$ cat config.mk
export PLATFORM = sky130hd
export DESIGN_NAME = les_cell
export DESIGN_NICKNAME = d
export VERILOG_FILES = /design/src/design/les_pkg.sv /design/src/design/les_cell.sv
export SDC_FILE = /design/constraint.sdc
export NUM_CORES = 1
export LEC_CHECK = 0
export BUFFER_PORTS_ARGS = -buffer_cell sky130_fd_sc_hd__buf_2
export CAP_MARGIN = 20
export CORE_ASPECT_RATIO = 2
export CORE_MARGIN = 3
export CORE_UTILIZATION = 51
export CTS_CLUSTER_SIZE = 20
export DETAILED_ROUTE_END_ITERATION = 7
export PLACE_DENSITY_LB_ADDON = 0.2
export SLEW_MARGIN = 20
export SYNTH_ARGS = -nofsm -noshare
export SYNTH_HDL_FRONTEND = slang
export SYNTH_SLANG_ARGS = --single-unit
$ cat constraint.sdc
create_clock -name clk_i -period 2.44 [get_ports clk_i]
set_input_delay 0.366 -clock clk_i [delete_from_list [all_inputs] [get_ports clk_i]]
set_output_delay 0.366 -clock clk_i [all_outputs]
set_load 0.03 [all_outputs]
$ cat src/design/les_pkg.sv
// les_pkg: shared types, codes and helpers for the light event scheduler
// no dependencies; imported by the cell, the top level and the checker
package les_pkg;

  // request function codes
  typedef enum logic [1:0] {
    FUNC_ON     = 2'd0,
    FUNC_OFF    = 2'd1,
    FUNC_REMOVE = 2'd2,
    FUNC_TICK   = 2'd3
  } func_e;

  // result kind codes
  typedef enum logic [1:0] {
    KIND_STATUS = 2'd0,
    KIND_ON     = 2'd1,
    KIND_OFF    = 2'd2,
    KIND_DONE   = 2'd3
  } kind_e;

  // schedule status codes
  typedef enum logic [1:0] {
    ST_OK     = 2'd0,
    ST_BAD_ID = 2'd1,
    ST_FULL   = 2'd2
  } status_e;

  // day codes beyond the single weekdays
  localparam logic [3:0] DAY_EVERY   = 4'd7;
  localparam logic [3:0] DAY_WEEKDAY = 4'd8;
  localparam logic [3:0] DAY_WEEKEND = 4'd9;
  localparam logic [2:0] WD_SUNDAY   = 3'd0;
  localparam logic [2:0] WD_MONDAY   = 3'd1;
  localparam logic [2:0] WD_FRIDAY   = 3'd5;
  localparam logic [2:0] WD_SATURDAY = 3'd6;

  // stored event of one slot
  typedef struct packed {
    logic [7:0]  light_id;
    logic [3:0]  day;
    logic [10:0] minute;
    logic        turn_on;
  } entry_t;

  // request token walking down the chain, with the held-back tick result
  typedef struct packed {
    logic        valid;
    func_e       func;
    logic        rej;
    logic        placed;
    logic [7:0]  light_id;
    logic [3:0]  day;
    logic [10:0] minute;
    logic [2:0]  now_day;
    logic [10:0] now_minute;
    logic        pend_valid;
    logic        pend_on;
    logic [7:0]  pend_id;
  } token_t;

  // command released by a cell toward the output register
  typedef struct packed {
    logic       valid;
    logic       turn_on;
    logic [7:0] light_id;
  } emit_t;

  // does a day code cover the current weekday
  function automatic logic due_today(logic [3:0] code, logic [2:0] today);
    logic hit;
    hit = (code == DAY_EVERY) || (code == {1'b0, today});
    if (code == DAY_WEEKEND && (today == WD_SUNDAY || today == WD_SATURDAY)) hit = 1'b1;
    if (code == DAY_WEEKDAY && today >= WD_MONDAY && today <= WD_FRIDAY) hit = 1'b1;
    return hit;
  endfunction

endpackage

$ cat src/design/les_cell.sv
// les_cell: one table slot plus the token stage that passes over it
// depends on les_pkg for the token, entry and emit types
module les_cell (
  input  logic            clk_i,
  input  logic            rst_ni,
  input  logic            adv_i,
  input  les_pkg::token_t tok_i,
  output les_pkg::token_t tok_o,
  output les_pkg::emit_t  emit_o
);
  import les_pkg::*;

  token_t tok_q;
  logic   vld_q, vld_d;
  entry_t ent_q;
  logic   wr_en;

  // act on the slot for the token held in this stage
  always_comb begin
    tok_o  = tok_q;
    emit_o = '0;
    vld_d  = vld_q;
    wr_en  = 1'b0;
    if (tok_q.valid) begin
      case (tok_q.func)
        FUNC_ON, FUNC_OFF: begin
          if (!tok_q.rej && !tok_q.placed && !vld_q) begin
            vld_d        = 1'b1;
            wr_en        = 1'b1;
            tok_o.placed = 1'b1;
          end
        end
        FUNC_REMOVE: begin
          if (vld_q && ent_q.light_id == tok_q.light_id && ent_q.day == tok_q.day &&
              ent_q.minute == tok_q.minute) begin
            vld_d = 1'b0;
          end
        end
        FUNC_TICK: begin
          if (vld_q && due_today(ent_q.day, tok_q.now_day) &&
              ent_q.minute == tok_q.now_minute) begin
            // release the held match, hold this one until we know if it is last
            emit_o.valid     = tok_q.pend_valid;
            emit_o.turn_on   = tok_q.pend_on;
            emit_o.light_id  = tok_q.pend_id;
            tok_o.pend_valid = 1'b1;
            tok_o.pend_on    = ent_q.turn_on;
            tok_o.pend_id    = ent_q.light_id;
          end
        end
        default: ;
      endcase
    end
  end

  // token stage and valid bit
  always_ff @(posedge clk_i or negedge rst_ni) begin
    if (!rst_ni) begin
      tok_q <= '0;
      vld_q <= 1'b0;
    end else if (adv_i) begin
      tok_q <= tok_i;
      vld_q <= vld_d;
    end
  end

  // slot payload
  always_ff @(posedge clk_i) begin
    if (adv_i && wr_en) begin
      ent_q <= '{light_id: tok_q.light_id, day: tok_q.day, minute: tok_q.minute,
                 turn_on: (tok_q.func == FUNC_ON)};
    end
  end

endmodule

==> metrics.cfg, run 1 <==
[global_route]
grt-ovfl-total = 0
grt_pass1_wl_mm = 12.24
gr-usage-all-layers = 0.1936
grt_max_degree = 36
grt_antenna_before_repair = 0
grt_pass1_vias = 2526

[yosys]
synthesis.nets = 334
synth_seq_cells = 77
yosysTopAreaCell = dfrtp_1
synth_edf_count = 24
yosys_warnings = 0
synth_top_area_share = 0.3493
avgSynthCellArea_um2 = 13.61
async_flop_share = 0.6883
ys_types = 37
synth_flop_cell = dfrtp_1
yosysSeqAreaShare = 0.5390
synthTopCellsByArea = dfrtp_1 (35%), edfxtp_1 (19%), mux2_2 (15%), buf_4 (8.1%), xor2_1 (4.8%)
syn_inst = 279
synth_area_mm2 = 0.003797
synthTopCellsByCount = dfrtp_1 (53), mux2_2 (52), buf_4 (41)
synth.most_common_cell = dfrtp_1

[cells_and_area]
fillers = 566
nets = 429
drive_gt1_frac = 0.5989
final_util = 0.6712
synthToLayoutAreaGrowth_pct = 25.54
multi_input_area_mm2 = 0.001445
diodes = 0
seq_area_mm2 = 0.002047

[routing]
wl_per_cell_um = 16.45
dr_wl_met2_mm = 4.315
drtAntennaViolNets = 0
routed_wl_mm = 7.714
drtPass1Iterations = 5
drc = 0
wl_met3_um = 444
vias = 2402
wl_met1_mm = 2.807
maxUsedRoutingLayer = met4
drtIter0Drc = 133
vias_per_cell = 5.122

[clocking]
numClockSinks = 77
clock_path_buffers = 2
ctsRootBufferMaster = clkbuf_16
cts_hold_buf = 0
clk_pin_slew_ns = 0.06
clk_latency_ns = 0.33
cts_max_level = 3
cts_buffers = 9
cts_tree = done

[timing]
finalWorstSetupSlack_ns = -0.2489
fmax_mhz = 371.9
final-hold-violation-count = 0
drv_slew = 0
skew_ns = 0.005923
fin_crit_ns = 2.689
setup_violations = 20
rsz0062_at_grt = true
tns_ns = -3.748
fin_crit_sh = 1.102
relSlewSlack = 0.5697
worst_slew_pin_slew_ns = 0.6455

[run_status]
violations = setup timing
status = finished with violations

[die]
num_rows = 43
die_h_um = 128.0
die_area_mm2 = 0.008580
core_mm2 = 0.007102
die_w_um = 67.02
num_io_pins = 117
start_util = 0.5347

[worst_setup_path]
cp.arrival_ns = 2.32
critPathLaunchType = flip-flop
cp.required_ns = 2.07
crit_type = flip-flop to primary output
crit_path_max_fanout = 8
crit_path_end_kind = primary output

[pwr]
power_mw = 3.456
peakVddDrop_uv = 558.1
internal_power_mw = 2.506
p_leak_nw = 2.129
power_frac_comb = 0.186
power-per-cell-area_mw_per_mm2 = 725.0
p_seq_frac = 0.448
swShare = 0.2749
p_clk_frac = 0.366
p_switching_uw = 950.0

[placed_design]
dpl.hpwl_mm = 5.651
portBuffers = 116
finalWeightedCongestion = 0.8436

[job]
drv_cap = 0

[worst_hold_path]
hp-class = primary input to asynchronous set/reset pin

==> routing by layer <==
layer,GRT usage,up-vias
met5,0,-
met4,0.07177,0
li1,-,1130
met1,0.2209,1177
met2,0.3387,84
met3,0.04825,11
==> final cells by class <==
class                   instances  area share
repair buffers                135      0.1822
well taps                      90     0.02362
multi-input cells             150      0.3032
inverters                       1   0.0007874
clock buffers                  13     0.05696
flip-flops and latches         77      0.4294
clock inverters                 3    0.003937
==> critical path: stages (launching register included) <==
cell and delay, ns:
dfrtp_1 0.40, or3_1 0.35, a221o_1 0.31, a21boi_2 0.23, o211ai_4 0.11, buf_12 0.16
mux2_4 0.30, buf_6 0.14
==> flip-flops by register name (all words and copies together) (netlist names) <==
register,count
tok_o,41
vld_q,1
tok_q,11
ent_q,24
==> power groups by stage <==
stage	registers [mW]	clock network [mW]	logic (mW)
3_5_place_dp	1.57	0	0.611
5_1_grt	1.57	1.34	0.687
6_report	1.55	1.26	0.642
4_1_cts	1.55	1.28	0.646
2_1_floorplan	1.54	0	0.505
3_3_place_gp	1.56	0	0.605
==> kinds of logic after synthesis <==
logic type	count (synthesis)	synth area share
xor gates and xnor gates	36	0.08303
muxes	60	0.1848
buffers and inverters	52	0.09819
AOI/OAI and AO/OA	14	0.02933
DFF	77	0.5390
and+or+nand+nor	40	0.06557
==> path summary, 6_finish.rpt <==
kind	cells past startpoint	startpoint	endpoint	slack, ns
min in group clk_i	3	tok_i[23]	tok_o[23]$_DFFE_PN0P_	0.25
max in group asynchronous	2	rst_ni	tok_o[38]$_DFFE_PN0P_	1.60
hold reg to reg	0	tok_o[37]$_DFFE_PN0P_	ent_q[14]$_DFFE_PP_	0.52
hold / removal	1	rst_ni	tok_o[44]$_DFFE_PN0P_	0.06
setup / recovery	7	tok_o[22]$_DFFE_PN0P_	tok_o[6]	-0.25
setup reg to reg	7	ent_q[13]$_DFFE_PP_	vld_q$_DFFE_PN0P_	0.51
==> timing repair <==
action                                 CTS  global route
cloned                                   0             0
resized for setup                       37            22
pin swaps                                8             5
endpoints found under the hold margin    0             0
buffers inserted                         2             2
setup endpoints to repair               20            20
==> metrics by stage <==
stage	std cells	hold WS (ns)	worst slack, ns	area [µm²]
after detailed placement	449	0.4351	-0.02237	4234
after CTS	467	0.08149	-0.2596	4667
after floorplan	279	0.07041	0.02531	3797
final	469	0.05720	-0.2489	4767
after global placement	449	0.4351	0.03322	4234
after global routing	469	0.1110	-0.3397	4767
==> cell usage in the layout, fill, tap and decap left out, types with 2 or more instances in the layout <==
cell type   n
or2b_1      2
buf_4      16
buf_6      22
buf_2      96
nor3_1      2
mux2_4      8
and2_1      3
a21oi_2     2
xnor2_1    14
a21oi_1     3
xor2_1     21
nand4_1     3
nand3_1     3
clkbuf_16  10
clkbuf_1    2
nor4_1      4
nand2_1     5
dfrtp_1    53
and2_4      7
clkinv_2    2
nor4_4      2
or3_1       2
edfxtp_1   24
nor2_1      2
mux2_2     52
(Power assumes the default switching activity.)
==> run 2, diff against run 1 <==
Settings changed: ABC_AREA set to 1, CORE_UTILIZATION 51 to 52.
==> metrics.cfg, run 2 <==
[yosys]
yosysSeqAreaShare = 0.5092
synthTopCellsByCount = nand2_1 (177), inv_1 (70), o21ai_0 (57)
syn_inst = 498
synth_edf_count = 24
synth.most_common_cell = nand2_1
yosysTopAreaCell = dfrtp_1
synthTopCellsByArea = dfrtp_1 (33%), edfxtp_1 (18%), nand2_1 (17%), buf_4 (7.7%), o21ai_0 (7.1%)
ys_types = 24
avgSynthCellArea_um2 = 8.073
async_flop_share = 0.6883
synth_flop_cell = dfrtp_1
synthesis.nets = 553
yosys_warnings = 0
synth_area_mm2 = 0.004020
synth_top_area_share = 0.3299
synth_seq_cells = 77

[worst_setup_path]
crit_path_max_fanout = 11
critical-path-slowest-cell = edfxtp_1
regToRegEndpoint = ent_q[9]$_DFFE_PP_
cp.required_ns = 2.07
worstReg2RegStart = vld_q$_DFFE_PN0P_
cp.arrival_ns = 1.99
reg2reg_slack_ns = 0.71
rr_worst_depth = 6
crit_buf_inv = 3
critPathLaunchType = flip-flop
cpPeakStageDelay_ns = 0.48
critical_path.cell_chain = nand2_2 > nand2_1 > nor2_1 > nand2_1 > nand2_1 > nor2_4 > buf_12 > nor2_8 > inv_4 > nor2_1 > buf_4
cpMostUsedCell = nand2_1
crit_path_end_kind = primary output
crit_type = flip-flop to primary output
crit_family = simple AND/OR/NAND/NOR gates

[timing]
relSlewSlack = 0.5634
final-hold-violation-count = 0
fin_crit_sh = 0.9654
hold_slack_ns = 0.06021
fin_crit_ns = 2.356
fmax_mhz = 424.5
setup_violations = 0
drv_slew = 0
finalWorstSetupSlack_ns = 0.08432
skew_ns = 0.002786
worst_slew_pin_slew_ns = 0.6549

[cells_and_area]
diodes = 0
mostFrequentLayoutCell = nand2_1
synthToLayoutAreaGrowth_pct = 19.73
seq_area_mm2 = 0.002047
nets = 641
largest_register_ffs = 41
layout_common_cells = nand2_1 (176), buf_2 (111), inv_1 (70), o21ai_0 (57), dfrtp_1 (53)
drive_gt1_frac = 0.2876
fillers = 644
final_area_mm2 = 0.004813
multi_input_area_mm2 = 0.001374

[clocking]
clock_path_buffers = 2
clk_pin_slew_ns = 0.06
cts_tree = done
ctsRootBufferMaster = clkbuf_16
cts_max_level = 3
numClockSinks = 77
cts_buffers = 9
clk_latency_ns = 0.33

[die]
die_w_um = 68.18
die_area_mm2 = 0.008886
die_h_um = 130.3
core_mm2 = 0.007377
start_util = 0.5449
num_rows = 44
num_io_pins = 117

[routing]
vias = 3302
routed_wl_mm = 9.231
wl_per_cell_um = 13.52
drc = 0
vias_per_cell = 4.835
drtAntennaViolNets = 0
drtPass1Iterations = 4
drtIter0Drc = 208

[global_route]
grtUsageMet1 = 0.2443
grt-ovfl-total = 0
gr-usage-all-layers = 0.2146
grt_pass1_vias = 3142
grt_antenna_before_repair = 0
busiest_layer = met2
met3_usage = 0.04479
grt_pass1_wl_mm = 14.10
grt_max_degree = 55
use_met2 = 0.3732

[placed_design]
place_ws_ns = 0.4011
portBuffers = 116
dpl.hpwl_mm = 6.961
post_dp_cell_area_mm2 = 0.004409
finalWeightedCongestion = 0.8269

[pwr]
p_clk_frac = 0.367
p_leak_nw = 2.568
p_switching_uw = 951.7
p_seq_frac = 0.455
internal_power_mw = 2.368
peakVddDrop_uv = 564.1
power-per-cell-area_mw_per_mm2 = 689.6
swShare = 0.2867
power_frac_comb = 0.178

[job]
drv_cap = 0

[worst_hold_path]
hp-class = primary input to asynchronous set/reset pin

[run_status]
status = completed

run 2: metal layers:
metal / part of all wire / vias up
li1: - / 1668
met1: 0.38 / 1513
met2: 0.54 / 105
met3: 0.061 / 16
met4: 0.026 / 0
met5: 0 / -
run 2: worst max path at each step:
stage / endpoint / start / cells past startpoint / slack (ns)
after global routing: emit_o[5] / ent_q[12]$_DFFE_PP_ / 11 / -0.01
final: emit_o[9] / ent_q[12]$_DFFE_PP_ / 11 / 0.08
after global placement: emit_o[9] / ent_q[6]$_DFFE_PP_ / 10 / 0.42
after floorplan: emit_o[0] / ent_q[14]$_DFFE_PP_ / 8 / 0.55
after CTS: emit_o[9] / ent_q[6]$_DFFE_PP_ / 10 / 0.03
after detailed placement: emit_o[9] / ent_q[6]$_DFFE_PP_ / 10 / 0.40
run 2: cell families after synthesis:
kind of cell           share of synthesized area
flip-flops                                0.5092
buffers and inverters                     0.1606
AND/OR/NAND/NOR                           0.2263
XOR/XNOR                                0.008714
multiplexers                             0.01681
AO/OA/AOI/OAI                            0.07843
run 2: timing repair:
item	CTS	global route
endpoints found under the setup margin	0	20
hold buffers	0	0
resized for setup	0	13
buffers inserted	0	8
run 2: power by group through the flow:
stage	sequential (mW)	combinational, mW	clock [mW]
final	1.51	0.590	1.22
after global routing	1.52	0.652	1.30
after CTS	1.51	0.575	1.25
after detailed placement	1.53	0.573	0
after global placement	1.53	0.561	0
after floorplan	1.51	0.463	0
run 2: final cells by class:
cell class,count,area share
repair buffers,128,0.1497
clock buffers,15,0.05563
flip-flops and latches,77,0.4253
well taps,92,0.02391
inverters,75,0.05901
multi-input cells,295,0.2854
clock inverters,1,0.001040
run 2: per-stage QoR:
step	TNS [ns]	util	std cells	power [mW]
floorplan	0	-	498	1.975
global placement	0	0.5977	657	2.091
detailed placement	0	0.5977	657	2.107
CTS	0	0.6347	673	3.334
global route	-0.02234	0.6525	683	3.471
finish	0	0.6525	683	3.319
